## src/hw/rtl/vgpd_pkg.sv

```systemverilog
// Shared types and codes for the voxel grid point downsampler.
package vgpd_pkg;

  localparam logic [1:0] KIND_ADD     = 2'd0;
  localparam logic [1:0] KIND_DRAIN   = 2'd1;
  localparam logic [1:0] KIND_CLEAR   = 2'd2;
  localparam logic [1:0] KIND_IGNORED = 2'd3;

  localparam logic [1:0] STAT_ENTRY   = 2'd0;
  localparam logic [1:0] STAT_EMPTY   = 2'd1;
  localparam logic [1:0] STAT_DROPPED = 2'd2;

  localparam int SUM_W  = 40;
  localparam int CNT_W  = 32;
  localparam int AVG_W  = 16;
  localparam logic [CNT_W-1:0] CNT_MAX = '1;

  typedef struct packed {
    logic signed [31:0] x;
    logic signed [31:0] y;
    logic signed [31:0] z;
    logic [SUM_W-1:0]   sum_r;
    logic [SUM_W-1:0]   sum_g;
    logic [SUM_W-1:0]   sum_b;
    logic [CNT_W-1:0]   cnt;
  } entry_t;

  typedef enum logic [1:0] {
    OP_HOLD,
    OP_DRAIN,
    OP_INSERT,
    OP_ACCUM
  } cell_op_t;

  typedef struct packed {
    cell_op_t op;
    entry_t   new_e;
  } cell_ctl_t;

  typedef enum logic [1:0] {
    ST_IDLE,
    ST_SNAP,
    ST_CMP,
    ST_DIV
  } state_t;

endpackage

```

## src/hw/rtl/vgpd_div.sv

```systemverilog
// Restoring divider, one quotient bit per cycle: floor(sum * 256 / count).
module vgpd_div (
  input  logic                        clk,
  input  logic                        rst_n,
  input  logic                        start,
  input  logic [vgpd_pkg::SUM_W-1:0]  sum,
  input  logic [vgpd_pkg::CNT_W-1:0]  count,
  output logic [vgpd_pkg::AVG_W-1:0]  quot,
  output logic                        done
);

  logic [31:0] rem_r, den_r;
  logic [15:0] low_r, q_r;
  logic [3:0]  step_r;
  logic        busy_r, done_r;
  logic [32:0] trial, diff;

  assign trial = {rem_r, low_r[15]};
  assign diff  = trial - {1'b0, den_r};
  assign quot  = q_r;
  assign done  = done_r;

  always_ff @(posedge clk) begin
    if (!rst_n) begin
      busy_r <= 1'b0;
      done_r <= 1'b0;
      step_r <= '0;
    end else begin
      done_r <= 1'b0;
      if (start) begin
        busy_r <= 1'b1;
        step_r <= '0;
      end else if (busy_r) begin
        step_r <= step_r + 1'b1;
        if (step_r == 4'hF) begin
          busy_r <= 1'b0;
          done_r <= 1'b1;
        end
      end
    end
  end

  always_ff @(posedge clk) begin
    if (start) begin
      rem_r <= sum[39:8];
      low_r <= {sum[7:0], 8'h00};
      den_r <= count;
      q_r   <= '0;
    end else if (busy_r) begin
      low_r <= {low_r[14:0], 1'b0};
      if (!diff[32]) begin
        rem_r <= diff[31:0];
        q_r   <= {q_r[14:0], 1'b1};
      end else begin
        rem_r <= trial[31:0];
        q_r   <= {q_r[14:0], 1'b0};
      end
    end
  end

endmodule
```

## config.mk

```make
export PLATFORM = sky130hd
export DESIGN_NAME = vgpd_div
export DESIGN_NICKNAME = d
export VERILOG_FILES = /design/src/hw/rtl/vgpd_pkg.sv /design/src/hw/rtl/vgpd_div.sv
export SDC_FILE = /design/constraint.sdc
export NUM_CORES = 1
export LEC_CHECK = 0
export BUFFER_PORTS_ARGS = -buffer_cell sky130_fd_sc_hd__buf_2
export CORE_ASPECT_RATIO = 0.8
export CORE_UTILIZATION = 25
export DETAILED_ROUTE_END_ITERATION = 12
export GPL_TIMING_DRIVEN = 0
export PLACE_DENSITY = 0.53
export SYNTH_ARGS = -nofsm -noshare
export SYNTH_HDL_FRONTEND = slang
export SYNTH_SLANG_ARGS = --single-unit
```

## constraint.sdc

```tcl
create_clock -name clk -period 3.4 [get_ports clk]
set_clock_uncertainty 0.15 [all_clocks]
set_input_delay 0.34 -clock clk [delete_from_list [all_inputs] [get_ports clk]]
set_output_delay 0.34 -clock clk [all_outputs]
set_load 0.03 [all_outputs]
```

==> results.sh <==
export IMPL_status="finished, final reports clean"
export IMPL_slew_headroom_pct=39.8
export IMPL_die_area_sq_um=23100
export IMPL_cts_buffer_depth=2
export IMPL_ant_nets=0
export IMPL_hpwl_microns=10400
export IMPL_drc_errors=0
export IMPL_cts_tree="done"
export IMPL_cts_root_buf="clkbuf_16"
export IMPL_critPathLaunchType="register"
export IMPL_maxCapViolCount=0
export IMPL_avgSynthCellArea_sq_um=10.3
export IMPL_crit_required_ns=3.36
export IMPL_setup_viol=0
export IMPL_yosys_area_top_type_share_pct=38.5
export IMPL_die_w_microns=170
export IMPL_synth_edf_count=72
export IMPL_htree_levels=3
export IMPL_yosysUniqueCellTypes=60
export IMPL_grt_max_degree=41
export IMPL_num_vias=4324
export IMPL_overflow=0
export IMPL_antenna_found_initial=1
export IMPL_ys_seq_area_share_pct=46.3
export IMPL_pre_cts_ws_ns=-0.314
export IMPL_worst_pin_slew_ns=0.903
export IMPL_fin_crit_sh_pct=98.0
export IMPL_drt_wirelength_per_cell_microns=14.7
export IMPL_cts_sinks=94
export IMPL_gp_congestion=0.803
export IMPL_slowest_stage="edfxtp_1"
export IMPL_initial_utilization_pct=25.8
export IMPL_fmax_mhz=300
export IMPL_port_buffers=91
export IMPL_dr_pass1_iters=4
export IMPL_clkTransAtPathRegs_ns=0.08
export IMPL_area_growth_pct=25.1
export IMPL_row_count=48
export IMPL_synthArstFlopShare_pct=0
export IMPL_crit_family="compound AO/OA/AOI/OAI gates"
export IMPL_ys_ff_latch=94
export IMPL_dp_cells=939
export IMPL_grt_pass1_wl_microns=22900
export IMPL_criticalPathCategory="reg2reg"
export IMPL_finalHoldViolations=0
export IMPL_synth_largest_area_cell="edfxtp_1"
export IMPL_coreArea_sq_um=21800
export IMPL_io_pins=92
export IMPL_syn_area_sq_um=5620
export IMPL_dpl_instance_area_sq_um=6450
export IMPL_drt_iter0_markers=264
export IMPL_layout_commonest_cell="buf_2"
export IMPL_arrival_ns=3.29
export IMPL_rsz0062_at_grt="true"
export IMPL_synth_warnings=0
export IMPL_slew_violations=0
export IMPL_worstSkewPairLatency_ns=0.36
export IMPL_endpoint_kind="register"
export IMPL_grt_pass1_vias=4296
export IMPL_whs_ns=0.00949
export IMPL_syn_inst=548
export IMPL_fin_setup_tns_ns=0
export IMPL_nets=777
export IMPL_fin_cells=974
export IMPL_max_stage_delay_ns=0.39
export IMPL_drive_above_1_share_pct=23.0
export IMPL_via_per_inst=4.44
export IMPL_finish_utilization_pct=32.3
export IMPL_ir_worst_vdd_mv=0.248
export IMPL_synth_main_ff_cell="edfxtp_1"
export IMPL_hp_class="in2reg"
export IMPL_wl_microns=14400
export IMPL_power_total_mw=4.66
export IMPL_synth_fp_nets=657
export IMPL_p_leak_nw=3.02
export IMPL_powerDensity_nw_per_um2=663
export IMPL_final_cell_mix="buf_2 (92), edfxtp_1 (72), nand2_1 (53), inv_1 (45), mux2i_1 (40)"
export IMPL_die_h_microns=136
export IMPL_finalWorstSetupSlack_ns=0.0686
export IMPL_fin_crit_ns=3.33
export IMPL_timing_critical_path_buf_inv=0
export IMPL_synth_area_leaders="edfxtp_1 (38%), dfxtp_1 (7.8%), ha_1 (7.3%), mux2i_1 (7.1%), nand2_1 (3.5%)"
export IMPL_cts_made_buffers=9
export IMPL_crit_chain="ha_1, nor2b_2, o31a_1, o21a_2, a21oi_4, o221a_2, and3_4, nor2_8, mux2_1, mux2_2"
export IMPL_stdcell_area_sq_um=7030
export IMPL_grtUsageTotal_pct=13.0
export IMPL_critPathMaxFanout=6
## Yosys cell counts, types with 8 or more instances
master,instances
ha_1,33
edfxtp_1,72
mux2i_1,40
xnor2_1,16
xor2_1,13
inv_1,45
a21oi_1,35
o21ai_0,16
nor3_1,8
nor2_1,34
dfxtp_1,22
o21ai_1,26
a21o_1,16
clkbuf_1,13
nand2_1,53
mux2_2,9
## path summary, 6_finish.rpt
check	startpoint	endpoint	slack, ns	cells past startpoint
worst max-delay path	rem_r[1]	rem_r[3]	0.07	10
worst min-delay path	count[0]	den_r[0]	0.009	1
worst max register to register	rem_r[1]	rem_r[3]	0.07	10
worst min register to register	quot[15]	quot[15]	0.36	2
## per-layer routing
metal  part of all wire, %  up-vias  track usage (%)
li1                      -     2221                -
met2                    41       76             19.0
met1                    53     2016             18.9
met5                     0        -                0
met4                   1.4        0             4.00
met3                   4.2       11             2.97
## registers in the layout, summed over array words and instances, names as in the netlist
| name | cells |
|---|---|
| busy_r | 1 |
| den_r | 32 |
| done | 1 |
| quot | 16 |
| rem_r | 32 |
| step_r | 4 |
| low_r | 8 |
## layout make-up
class	count	area, sq um
Multi-Input combinational cell	387	2850
Clock buffer	11	243
Sequential cell	94	2600
Tap cell	300	375
Timing Repair Buffer	112	648
Inverter	45	169
Buffer	19	98.8
Antenna cell	1	2.50
Clock inverter	5	43.8
Fill cell	2292	14800
## power breakdown
part | leakage [nW] | internal, mW | switching [mW] | total (mW)
registers | 0.900 | 1.45 | 0.0881 | 1.54
clock network | 0.141 | 0.526 | 0.475 | 1.00
logic | 1.98 | 0.977 | 1.14 | 2.12
total | 3.02 | 2.96 | 1.71 | 4.66
## kinds of logic (layout without fill, tap and decap cells)
logic type	count (synthesis)	in the layout	share of synthesized area [%]
buffers and inverters	67	192	4.99
XOR/XNOR	29	29	4.52
AND/OR/NAND/NOR	140	140	11.9
flip-flops	94	94	46.3
other	0	1	0
adder cells (fa/ha/maj)	34	34	7.70
multiplexers	53	53	9.86
AO/OA/AOI/OAI	131	131	14.7
## timing repair
item | 4_1_cts | 5_1_grt
hold buffers | 13 | 1
endpoints found under the hold margin | 13 | 1
gates resized for setup | 17 | 8
pin swaps | 6 | 2
buffers inserted | 5 | 2
endpoints found under the setup margin | 30 | 72
Power figures use the tool's default switching activity.
