$ cat src/hw/rtl/vgpd_pkg.sv
// Shared types and codes for the voxel grid point downsampler.
package vgpd_pkg;

  localparam logic [1:0] KIND_ADD     = 2'd0;
  localparam logic [1:0] KIND_DRAIN   = 2'd1;
  localparam logic [1:0] KIND_CLEAR   = 2'd2;
  localparam logic [1:0] KIND_IGNORED = 2'd3;

  localparam logic [1:0] STAT_ENTRY   = 2'd0;
  localparam logic [1:0] STAT_EMPTY   = 2'd1;
  localparam logic [1:0] STAT_DROPPED = 2'd2;

  localparam int SUM_W  = 40;
  localparam int CNT_W  = 32;
  localparam int AVG_W  = 16;
  localparam logic [CNT_W-1:0] CNT_MAX = '1;

  typedef struct packed {
    logic signed [31:0] x;
    logic signed [31:0] y;
    logic signed [31:0] z;
    logic [SUM_W-1:0]   sum_r;
    logic [SUM_W-1:0]   sum_g;
    logic [SUM_W-1:0]   sum_b;
    logic [CNT_W-1:0]   cnt;
  } entry_t;

  typedef enum logic [1:0] {
    OP_HOLD,
    OP_DRAIN,
    OP_INSERT,
    OP_ACCUM
  } cell_op_t;

  typedef struct packed {
    cell_op_t op;
    entry_t   new_e;
  } cell_ctl_t;

  typedef enum logic [1:0] {
    ST_IDLE,
    ST_SNAP,
    ST_CMP,
    ST_DIV
  } state_t;

endpackage

$ cat src/hw/rtl/vgpd_cell.sv
// One table cell: holds an entry, compares it with the new key, shifts with its neighbors.
module vgpd_cell #(
  parameter int IDX   = 0,
  parameter int OCC_W = 9
) (
  input  logic                clk,
  input  vgpd_pkg::cell_ctl_t ctl,
  input  logic [OCC_W-1:0]    occ,
  input  vgpd_pkg::entry_t    prev_d,
  input  logic                prev_move,
  input  vgpd_pkg::entry_t    next_d,
  output vgpd_pkg::entry_t    data_o,
  output logic                move_o,
  output logic                hit_o
);

  vgpd_pkg::entry_t data_r, data_nxt;
  logic valid, at_occ, gt, eq;

  assign valid  = OCC_W'(IDX) < occ;
  assign at_occ = OCC_W'(IDX) == occ;
  assign gt = (data_r.x > ctl.new_e.x) ||
              (data_r.x == ctl.new_e.x && ((data_r.y > ctl.new_e.y) ||
              (data_r.y == ctl.new_e.y && data_r.z > ctl.new_e.z)));
  assign eq = data_r.x == ctl.new_e.x && data_r.y == ctl.new_e.y &&
              data_r.z == ctl.new_e.z;
  assign hit_o  = valid && eq;
  assign move_o = (valid && gt) || at_occ;
  assign data_o = data_r;

  always_comb begin
    data_nxt = data_r;
    case (ctl.op)
      vgpd_pkg::OP_DRAIN: data_nxt = next_d;
      vgpd_pkg::OP_INSERT: begin
        if (move_o) data_nxt = prev_move ? prev_d : ctl.new_e;
      end
      vgpd_pkg::OP_ACCUM: begin
        if (hit_o && data_r.cnt != vgpd_pkg::CNT_MAX) begin
          data_nxt.sum_r = data_r.sum_r + ctl.new_e.sum_r;
          data_nxt.sum_g = data_r.sum_g + ctl.new_e.sum_g;
          data_nxt.sum_b = data_r.sum_b + ctl.new_e.sum_b;
          data_nxt.cnt   = data_r.cnt + 1'b1;
        end
      end
      default: data_nxt = data_r;
    endcase
  end

  always_ff @(posedge clk) begin
    data_r <= data_nxt;
  end

endmodule

$ cat config.mk
export PLATFORM = sky130hd
export DESIGN_NAME = vgpd_cell
export DESIGN_NICKNAME = d
export VERILOG_FILES = /design/src/hw/rtl/vgpd_pkg.sv /design/src/hw/rtl/vgpd_cell.sv
export SDC_FILE = /design/constraint.sdc
export NUM_CORES = 1
export LEC_CHECK = 0
export BUFFER_PORTS_ARGS = -buffer_cell sky130_fd_sc_hd__buf_2
export CORE_AREA = 2 2 398 400
export DETAILED_ROUTE_END_ITERATION = 10
export DIE_AREA = 0 0 400 402
export GPL_ROUTABILITY_DRIVEN = 0
export HOLD_SLACK_MARGIN = 0.02
export SLEW_MARGIN = 10
export SYNTH_ARGS = -nofsm -noshare
export SYNTH_HDL_FRONTEND = slang
export SYNTH_SLANG_ARGS = --single-unit
$ cat constraint.sdc
create_clock -name clk -period 7.42 [get_ports clk]
set_input_delay 0.742 -clock clk [delete_from_list [all_inputs] [get_ports clk]]
set_output_delay 0.742 -clock clk [all_outputs]
set_load 0.02 [all_outputs]
==> results of run 1 <==
[routing by layer]
layer,track usage,wire [um],vias to the layer above
li1,-,-,11300
met1,0.224,60300,12100
met2,0.297,70600,1604
met3,0.0658,18000,399
met4,0.0806,8070,54
met5,0,341,-
[stage by stage]
step	setup slack [ns]	cell area [um2]	power [uW]
2_1_floorplan	0.519	22800	3400
3_3_place_gp	1.27	30200	4470
3_5_place_dp	1.36	30200	4500
4_1_cts	1.80	31400	6430
5_1_grt	1.89	31500	6680
6_report	1.76	31600	6380
[cell families (layout without fill, tap and decap cells)]
family	count (synthesis)	in the layout	synth area share
AO/OA/AOI/OAI	763	763	0.204
XOR/XNOR	131	131	0.0504
adder cells (fa/ha/maj)	217	217	0.120
buffers and inverters	251	1225	0.0414
flip-flops	248	248	0.327
multiplexers	302	302	0.136
other	0	54	0
AND/OR/NAND/NOR	608	608	0.120
[cell usage in the layout (no fill, tap or decap), types with 62 or more instances in the layout]
cell and instances:
ha_1 214, buf_2 1003, mux2_2 62, nand2_1 226, a21o_1 108, a21oi_1 232
inv_1 131, mux2i_1 240, xnor2_1 77, o21ai_0 239, nor2_1 184, edfxtp_1 248
[power by group]
| part | internal (uW) | switching, uW |
|---|---|---|
| Sequential | 1780 | 156 |
| Clock | 1060 | 809 |
| Combinational | 953 | 1620 |
| Total | 3790 | 2590 |
[final cells by class]
cell class | count | area share
Timing Repair Buffer | 1027 | 0.167
Clock inverter | 23 | 0.00658
Clock buffer | 44 | 0.0315
Inverter | 131 | 0.0156
Multi-Input combinational cell | 2021 | 0.456
Tap cell | 2072 | 0.0822
Antenna cell | 54 | 0.00428
Sequential cell | 248 | 0.236
[how the worst max path moves through the flow]
stage          cells after the start                  start  slack (ns)                    end
2_1_floorplan                     12               ctl[157]        0.52    data_o[0]$_DFFE_PP_
3_3_place_gp                      11               ctl[247]        1.27  data_o[155]$_DFFE_PP_
3_5_place_dp                      11               ctl[247]        1.36   data_o[58]$_DFFE_PP_
4_1_cts                            9  data_o[247]$_DFFE_PP_        1.80   data_o[46]$_DFFE_PP_
5_1_grt                            9  data_o[247]$_DFFE_PP_        1.89   data_o[57]$_DFFE_PP_
6_report                           9  data_o[247]$_DFFE_PP_        1.76   data_o[46]$_DFFE_PP_
[critical path, cell delays in order (launching register included)]
cell and delay (ns):
edfxtp_1 0.43, ha_1 0.59, nand4_1 0.54, nor4_1 0.75
nand3_1 0.28, nor3_1 1.13, o21ai_0 0.24, nand2_1 0.16
a22o_4 0.60, buf_4 0.47
==> metrics, run 1 <==
main flop type after synthesis=edfxtp_1; synth warn=0; IR drop worst, VDD=0.169 mV; root buffer cell=clkbuf_16; Yosys top cell by area=edfxtp_1; number of flops mapped to enable cells by yosys=248; total CTS buffers=37; Tmin final=5.66 ns; Final Skew=0.0225 ns; clock sinks=248; clk_lat worst skew=0.60 ns; max_cap viols=0; sequential share of the synthesized area=0.327; ys async rst share=0; Post-CTS Hold Buffers=0; GR Overflow Total=0; die area=161000 um2; TritonCTS clock tree=done; port bufs=1006; core area=157000 um2; WL per Instance=28.0 um; Routed Antenna Nets=0; placed cells=5499; Starting DRT DRC Count=2625; largest net degree at the start of global routing=100; Bufs on Longest Clock Path=3; worst reg2reg startpoint=data_o[247]$_DFFE_PP_; Post-CTS Setup Inserts=0; Final setup viols=0; WHS Endpoint=data_o[120]$_DFFE_PP_; Ports=1007; ratio of cells with drive above 1 in the final layout=0.335; post_cts resized=0; hpwl dp=135 mm; via count=25500; Largest register FFs=248; Crit. End Element=flip-flop; synthesized area per cell=9.03 um2; Leakage=0.0147 uW; first-pass GRT wire length=204 mm; top-count cell post-synth=edfxtp_1; Syn Nets=3494; DRC Markers=0; vias in the first global route=23700; Final Util=0.201; Max Fclk=177 MHz; setup TNS=0 ns; gr usage total=0.186; Yosys cell types=71; Post-Synthesis Cells=2520; Hold Vio Cnt, Final=0; die height=402 um; Least-Margin Pin Slew=1.35 ns; Starting Density=0.145; clk slew on worst S/H paths=0.06 ns; Clock H-tree levels=2; startpoint types=flip-flop; Critical Path RT=7.67 ns; nets=4440; via/cell ratio=4.54; relative slew slack=0.0929; Tcrit/Tclk final=0.762; post-synth top area share=0.327; Die X=400 um; PwrDens=202 nW/um2; Post-Layout Cell Count=5620; Critical Path AT=5.91 ns; hold wc startpoint=next_d[120]; Layout fillers=17600; area delta synth->final=38.6%; Hold Path Class=input port to flip-flop; worst r2r path cells=9; number of synthesized register bits=248; Final Max Tran Viols=0; Reg2Reg Setup Slack=1.76 ns; outcome=finished clean; initial antenna violation count=172; top post-synthesis cells by count=248 x edfxtp_1, 240 x mux2i_1, 240 x o21ai_0, 232 x a21oi_1, 227 x nand2_1; FF+latch area=7450 um2; crit path max fanout=33; WS Path Type=flip-flop to flip-flop; RSZ-0062 raised after global routing=false; hold path cells=2; RR Endpoint=data_o[46]$_DFFE_PP_; row count=146; 1st-pass router iterations=6; drt total wl=157 mm; synth top area cells=edfxtp_1 33%, ha_1 12%, mux2i_1 11%; minimum hold slack=0.424 ns; area of the multi-input gates=14400 um2; cell area after synthesis=22800 um2
Power figures use the tool's default switching activity.
==> inputs of run 2 (changes only) <==
==> constraint.sdc (replaced) <==
create_clock -name clk -period 5.8 [get_ports clk]
set_input_delay 0.58 -clock clk [delete_from_list [all_inputs] [get_ports clk]]
set_output_delay 0.58 -clock clk [all_outputs]
set_load 0.02 [all_outputs]
==> run 2 against run 1 <==
Compared with the run above: first-iteration DRC count fell by 3.9%; clock skew up 0.033 ns; sequential share of layout area is 0.15 points lower; via count barely moved; sequential power is 28% higher; design area rose by 0.65%; non-clock buffer count grew 7; highest routed layer unchanged.
==> metrics, run 2 (synthesis results as in run 1) <==
outcome=finished clean; core area=157000 um2; post_cts resized=0; Final Max Tran Viols=0; Final setup viols=0; clock sinks=248; max_cap viols=0; Post-CTS Hold Buffers=0; RSZ-0062 raised after global routing=false; Critical Path AT=4.84 ns; PwrDens=261 nW/um2; WL per Instance=27.8 um; Tcrit/Tclk final=0.804; root buffer cell=clkbuf_16; Hold Path Class=input port to flip-flop; Tot Pwr=8290 uW; area delta synth->final=39.5%; CP dominant cell by count=a21o_1; Final Util=0.202; Die X=400 um; DRC Markers=0; total CTS buffers=39; nets=4449; Leakage=0.0148 uW; Least-Margin Pin Slew=1.10 ns; via/cell ratio=4.52; Starting Density=0.145; die area=161000 um2; startpoint types=flip-flop; hold wc startpoint=next_d[105]; clk_lat worst skew=0.60 ns; hpwl dp=135 mm; Hold Vio Cnt, Final=0; Ports=1007; Reg2Reg Setup Slack=1.14 ns; Final Skew=0.0551 ns; Slowest Stage Delay on Critical Path=0.76 ns; initial antenna violation count=174; WS Path Type=flip-flop to flip-flop; worst reg2reg startpoint=data_o[157]$_DFFE_PP_; WHS Endpoint=data_o[105]$_DFFE_PP_; RR Endpoint=data_o[86]$_DFFE_PP_; most frequent cells in the layout=1003 x buf_2, 248 x edfxtp_1, 240 x mux2i_1, 240 x o21ai_0, 232 x a21oi_1; row count=146; Crit. End Element=flip-flop; Largest register FFs=248; Max Fclk=214 MHz; ratio of cells with drive above 1 in the final layout=0.338; worst r2r path cells=12; Starting DRT DRC Count=2522; gr usage total=0.186; port bufs=1006; Clock H-tree levels=2; drt total wl=157 mm; setup TNS=0 ns; Bufs on Longest Clock Path=3; crit path max fanout=66; Cell Chain, Critical Path=ha_1, a21o_1, a21o_1, a21oi_1, o21ai_0, a21o_1, a221oi_1, xnor2_1, o31a_1, o211ai_1, a22o_4, buf_4; vias in the first global route=24200; GR Overflow Total=0; most common cell after layout, fill and taps aside=buf_2; Post-CTS Setup Inserts=0; die height=402 um; relative slew slack=0.264; largest net degree at the start of global routing=148; final worst slack=1.14 ns; clk slew on worst S/H paths=0.06 ns; via count=25500; Routed Antenna Nets=0; 1st-pass router iterations=5; hold path cells=3; Critical Path RT=5.98 ns; TritonCTS clock tree=done; IR drop worst, VDD=0.177 mV; first-pass GRT wire length=205 mm; Tmin final=4.66 ns; pre-CTS setup slack=0.568 ns; Crit-path slowest cell=buf_4
==> run 2: critical path: cells and delay by family, from the launching register on <==
kind | cells | cell delay, ns
compound gates | 9 | 2.40
xor+xnor | 1 | 0.21
fa+ha+maj | 1 | 0.32
buf+inv | 1 | 0.76
flops | 1 | 0.43
==> run 2: cell type report <==
type	instances	area, um2
clock inverters	28	319
well taps	2072	2590
diodes	71	178
clock buffers	41	983
repair buffers	1034	5350
flip-flops and latches	248	7450
multi-input cells	2021	14400
fillers	17500	125000
inverters	131	492
==> run 2: through the flow <==
stage / hold slack (ns) / instances / cell area [um2]
floorplan: 0.766 / 2520 / 22800
global placement: 0.780 / 5506 / 30300
detailed placement: 0.803 / 5506 / 30300
CTS: 0.195 / 5575 / 31600
global route: 0.231 / 5615 / 31700
finish: 0.268 / 5646 / 31800
==> run 2: report_power, final <==
part           total (uW)  switching (uW)  internal (uW)
Sequential           2470             197           2270
Combinational        3280            2050           1220
Clock                2550            1080           1470
==> run 2: worst max-delay path by stage <==
stage	from	to	slack (ns)
floorplan	ctl[157]	data_o[152]$_DFFE_PP_	0.64
global placement	ctl[247]	data_o[32]$_DFFE_PP_	0.66
detailed placement	ctl[247]	data_o[120]$_DFFE_PP_	0.57
CTS	data_o[247]$_DFFE_PP_	data_o[7]$_DFFE_PP_	0.83
global route	data_o[247]$_DFFE_PP_	data_o[12]$_DFFE_PP_	0.89
finish	data_o[157]$_DFFE_PP_	data_o[86]$_DFFE_PP_	1.14
==> run 2: per-layer routing <==
layer / part of all wire / wire length (um) / GRT usage
met4: 0.047 / 7400 / 0.0800
met3: 0.12 / 18200 / 0.0698
met1: 0.38 / 60100 / 0.221
met5: 0.0026 / 403 / 0
met2: 0.45 / 70900 / 0.299
